File: src/hw/rtl/mbt_pkg.sv
`default_nettype none
// ---------------------------------------------------------------------------
// mbt_pkg: shared types and constants of the momentum trainer
// Word formats, parameter store port, saturation helper and the sigmoid
// table generator used at elaboration.
// ---------------------------------------------------------------------------
package mbt_pkg;

    localparam int HIDDEN_UNITS_DEF    = 3;
    localparam int SIGMOID_ENTRIES_DEF = 256;
    localparam int AW                  = 6;

    localparam logic [10:0] ETA_RESET   = 11'd870;
    localparam logic [10:0] ALPHA_RESET = 11'd246;

    typedef enum logic [1:0] {
        KIND_LOAD  = 2'd0,
        KIND_TRAIN = 2'd1,
        KIND_INFER = 2'd2,
        KIND_NONE  = 2'd3
    } t_kind;

    typedef struct packed {
        logic [1:0]         kind;
        logic signed [15:0] x0;
        logic signed [15:0] x1;
        logic [10:0]        target;
        logic [5:0]         weight_index;
        logic signed [15:0] weight_value;
    } t_in_word;

    typedef struct packed {
        logic [10:0] y;
        logic        saturated;
    } t_out_word;

    typedef struct packed {
        logic               we;
        logic [AW-1:0]      waddr;
        logic signed [15:0] wdata;
        logic signed [15:0] sdata;
        logic [AW-1:0]      raddr;
    } t_mem_req;

    typedef struct packed {
        logic signed [15:0] val;
        logic               clip;
    } t_sat;

    function automatic t_sat sat16(input logic signed [63:0] v);
        t_sat r;
        if (v > 64'sd32767) begin
            r.val  = 16'sh7FFF;
            r.clip = 1'b1;
        end else if (v < -64'sd32768) begin
            r.val  = 16'sh8000;
            r.clip = 1'b1;
        end else begin
            r.val  = v[15:0];
            r.clip = 1'b0;
        end
        return r;
    endfunction

    // Shift-subtract quotient, elaboration use only.
    function automatic longint unsigned udiv(input longint unsigned n,
                                             input longint unsigned d);
        longint unsigned q;
        longint unsigned r;
        q = 64'd0;
        r = 64'd0;
        for (int b = 63; b >= 0; b--) begin
            r = {r[62:0], n[b]};
            if (r >= d) begin
                r    = r - d;
                q[b] = 1'b1;
            end
        end
        return q;
    endfunction

    // Logistic value for a non-negative Q5.10 point, Q1.10 result.
    function automatic longint unsigned sig_pos(input longint unsigned c);
        longint unsigned v;
        longint unsigned den;
        v = (64'd1 << 30) - (c * 64'd1024);
        for (int k = 0; k < 10; k++) begin
            v = (v * v) >> 30;
        end
        den = (64'd1 << 30) + v;
        return udiv((64'd1 << 40) + (den >> 1), den);
    endfunction

    function automatic logic [10:0] sig_entry(input int idx, input int entries);
        longint unsigned num;
        longint          centre;
        longint unsigned s;
        num    = 64'(2 * idx + 1) * 64'd8192;
        centre = longint'(udiv(num, 64'(entries))) - 64'sd8192;
        if (centre < 0) begin
            s = 64'd1024 - sig_pos(64'(-centre));
        end else begin
            s = sig_pos(64'(centre));
        end
        return s[10:0];
    endfunction

endpackage
`default_nettype wire

File: src/hw/rtl/mbt_pstore.sv
`default_nettype none
// ---------------------------------------------------------------------------
// mbt_pstore: weight and step memories
// One write and one registered read per cycle; unwritten entries read zero.
// ---------------------------------------------------------------------------
module mbt_pstore import mbt_pkg::*; #(
    parameter int HIDDEN_UNITS = HIDDEN_UNITS_DEF
) (
    input  logic               i_clk,
    input  logic               i_rst_n,
    input  t_mem_req           i_req,
    output logic signed [15:0] o_weight,
    output logic signed [15:0] o_step
);

    localparam int DEPTH = 4 * HIDDEN_UNITS + 1;
    localparam int DW    = $clog2(DEPTH);

    logic signed [15:0] r_wmem [DEPTH];
    logic signed [15:0] r_smem [DEPTH];
    logic [DEPTH-1:0]   r_valid;
    logic signed [15:0] r_wq;
    logic signed [15:0] r_sq;

    always_ff @(posedge i_clk) begin
        if (!i_rst_n) begin
            r_valid <= '0;
        end else if (i_req.we) begin
            r_valid[i_req.waddr[DW-1:0]] <= 1'b1;
        end
    end

    always_ff @(posedge i_clk) begin
        if (i_req.we) begin
            r_wmem[i_req.waddr[DW-1:0]] <= i_req.wdata;
            r_smem[i_req.waddr[DW-1:0]] <= i_req.sdata;
        end
        if (r_valid[i_req.raddr[DW-1:0]]) begin
            r_wq <= r_wmem[i_req.raddr[DW-1:0]];
            r_sq <= r_smem[i_req.raddr[DW-1:0]];
        end else begin
            r_wq <= '0;
            r_sq <= '0;
        end
    end

    assign o_weight = r_wq;
    assign o_step   = r_sq;

endmodule
`default_nettype wire
File: config.mk
export PLATFORM = sky130hd
export DESIGN_NAME = mbt_pstore
export DESIGN_NICKNAME = d
export VERILOG_FILES = /design/src/hw/rtl/mbt_pkg.sv /design/src/hw/rtl/mbt_pstore.sv
export SDC_FILE = /design/constraint.sdc
export NUM_CORES = 1
export LEC_CHECK = 0
export BUFFER_PORTS_ARGS = -buffer_cell sky130_fd_sc_hd__buf_2
export CORE_MARGIN = 2
export CORE_UTILIZATION = 50
export DETAILED_ROUTE_END_ITERATION = 10
export PLACE_DENSITY_LB_ADDON = 0.25
export SETUP_SLACK_MARGIN = 0.15
export SYNTH_ARGS = -nofsm -noshare
export SYNTH_HDL_FRONTEND = slang
export SYNTH_SLANG_ARGS = --single-unit
export TNS_END_PERCENT = 1
File: constraint.sdc
create_clock -name i_clk -period 5.5 [get_ports i_clk]
set_input_delay 0.825 -clock i_clk [delete_from_list [all_inputs] [get_ports i_clk]]
set_output_delay 0.825 -clock i_clk [all_outputs]
set_load 0.01 [all_outputs]
==> impl_metrics.json <==
{
  "post-route-drc-count": 0,
  "synth-seq-area-share_pct": 77.5,
  "worstMarginPinSlew_ns": 0.968,
  "cp-end-kind": "flop",
  "layout_commonest_cell": "edfxtp_1",
  "grt_max_degree": 55,
  "setup_viol": 0,
  "cts_buffer_depth": 3,
  "ys_warn_count": 0,
  "dp_slack_ns": 2.11,
  "core_area_mm2": 0.0343,
  "cts_setup_buffers": 0,
  "grt_use_total_pct": 19.3,
  "port-buffer-count": 74,
  "antenna_found_initial": 4,
  "synth_top_area_share_pct": 72.2,
  "layout_min_cycle_time_ns": 2.76,
  "cp_max_fo": 49,
  "synth_cell_types": 37,
  "arrival_ns": 3.13,
  "fin_ws_ns": 2.74,
  "tns_ns": 0,
  "slew_violations": 0,
  "numCtsBuffers": 46,
  "syn_to_final_growth_pct": 13.6,
  "hold_start": "r_valid[3]",
  "ir_drop_mv": 0.213,
  "reg2reg_depth": 5,
  "cap_violations": 0,
  "grt_pass1_wl_um": 50900,
  "syn_area_mm2": 0.0173,
  "clock.fmax_mhz": 362,
  "setup.worst_path.start_class": "input pin",
  "drive_gt1_share_pct": 27.8,
  "crit_start": "i_req[0]",
  "leakage_nw": 6.53,
  "drtIter0Drc": 560,
  "finalPower_mw": 7.25,
  "synth-edff-count": 416,
  "gp_congestion": 0.672,
  "synthArstFlopShare_pct": 0,
  "hold_path.class": "reg2reg",
  "synth-seq-cells": 461,
  "clk_pin_slew_worst_paths_ns": 0.06,
  "htree_num_levels": 2,
  "r2r_slack_ns": 3.39,
  "finalHoldViolations": 0,
  "die_x_um": 190,
  "ctsResizeCount": 0,
  "worstReg2RegStart": "r_valid[7]",
  "cts_tree": "yes",
  "fin_crit_sh_pct": 50.2,
  "rsz0062_at_grt": "no",
  "slew_headroom_pct": 35.5,
  "worstPathRequired_ns": 5.87,
  "synth.largest_area_cell": "edfxtp_1",
  "layout_common_cells": "416 x edfxtp_1, 75 x mux4_2, 71 x buf_2",
  "rr_endpoint": "o_step[11]",
  "synth_area_leaders": "edfxtp_1 72%, mux4_2 9.8%, dfxtp_1 5.2%, mux4_1 3.3%, mux2i_1 2.0%",
  "finClkSkew_ns": 0.0154,
  "syn_nets": 830,
  "root_buffer": "clkbuf_16",
  "holdPathEnd": "r_valid[3]",
  "dp_cells": 1284,
  "layout.nets": 924,
  "hpwlAfterDp_um": 16900,
  "p_per_area_mw_per_mm2": 369,
  "cts_hold_buffers": 0,
  "dieHeight_um": 190,
  "ant_nets": 0,
  "clk_latency_ns": 0.54,
  "hold_path_depth": 1,
  "wire_per_inst_um": 24.8,
  "first_global_vias": 8297,
  "wl_um": 34100,
  "initial_core_util_pct": 50.4,
  "synthFlopType": "edfxtp_1",
  "ios": 79,
  "first_pass_iters": 5,
  "via_per_inst": 5.85,
  "num_rows": 68,
  "cts_sinks": 461,
  "path_class": "in2reg",
  "finalNonFillerCells": 1371,
  "gr-total-overflow": 0,
  "dieArea_mm2": 0.0361,
  "vias": 8027,
  "synthCells": 783,
  "status": "finished, final reports clean",
  "syn_area_per_cell_um2": 22.1
}
## per-stage QoR
step                hold WS (ns)  util, %  cell area, µm²
detailed placement         0.452     53.0           18200
global route               0.472     57.3           19600
global placement           0.441     53.0           18200
finish                     0.463     57.3           19600
floorplan                  0.435        -           17300
CTS                        0.466     57.3           19600
## area by class of cell
type	instances	area (µm²)
diodes	2	5.00
clock buffers	70	1360
clock inverters	15	106
fillers	2490	14700
multi-input cells	274	3680
flip-flops and latches	461	13400
well taps	455	569
repair buffers	94	532
## routing by layer
metal  vias to the layer above  global-route usage [%]  wire length (µm)  share of wire (%)
met1                      4230                    27.9             14900                 44
met5                         -                       0                14              0.041
met3                        53                    3.15              1990                5.8
met2                       244                    31.1             16500                 48
li1                       3496                       -                 -                  -
met4                         4                    5.04               620                1.8
## synthesized netlist by cell type (3+ instances only)
cell type and instances:
a211oi_1 12, a21o_1 20, nand3b_1 3, mux2i_1 35, o21a_1 13, nor3_1 23
dfxtp_1 45, mux4_1 22, nor2b_1 13, edfxtp_1 416, mux4_2 75, buf_6 8
clkbuf_1 18, a2111oi_1 8, nor2_1 8, nand2b_1 4, buf_2 13, o22ai_1 20
## registers in the layout, summed over array words and instances (netlist names)
| register | flops |
|---|---|
| o_weight | 16 |
| o_step | 16 |
| r_wmem | 208 |
| r_valid | 13 |
| r_smem | 208 |
## cells by family after synthesis
| kind of cell | Yosys count | synth area share (%) |
|---|---|---|
| flip-flops | 461 | 77.5 |
| multiplexers | 133 | 15.2 |
| AO/OA/AOI/OAI | 80 | 3.54 |
| AND/OR/NAND/NOR | 61 | 1.95 |
| buffers and inverters | 48 | 1.85 |
## worst max-delay path by stage
stage | endpoint | slack, ns
after floorplan | r_smem[5][0] | 0.45
final | o_step[0] | 2.74
after global routing | o_step[2] | 2.53
after global placement | o_step[0] | 2.11
after CTS | o_step[0] | 2.66
after detailed placement | o_step[0] | 2.11
## worst max-delay path: stages
cell       delay (ns)
buf_6            0.49
buf_4            0.61
mux4_1           0.62
nor2b_1          0.14
a211oi_1         0.32
a2111oi_2        0.09
## power by group
group / internal (mW) / total [mW] / switching [mW]
logic: 0.149 / 0.363 / 0.214
clock network: 1.75 / 2.97 / 1.22
registers: 3.90 / 3.92 / 0.0194
Power figures use the tool's default switching activity.
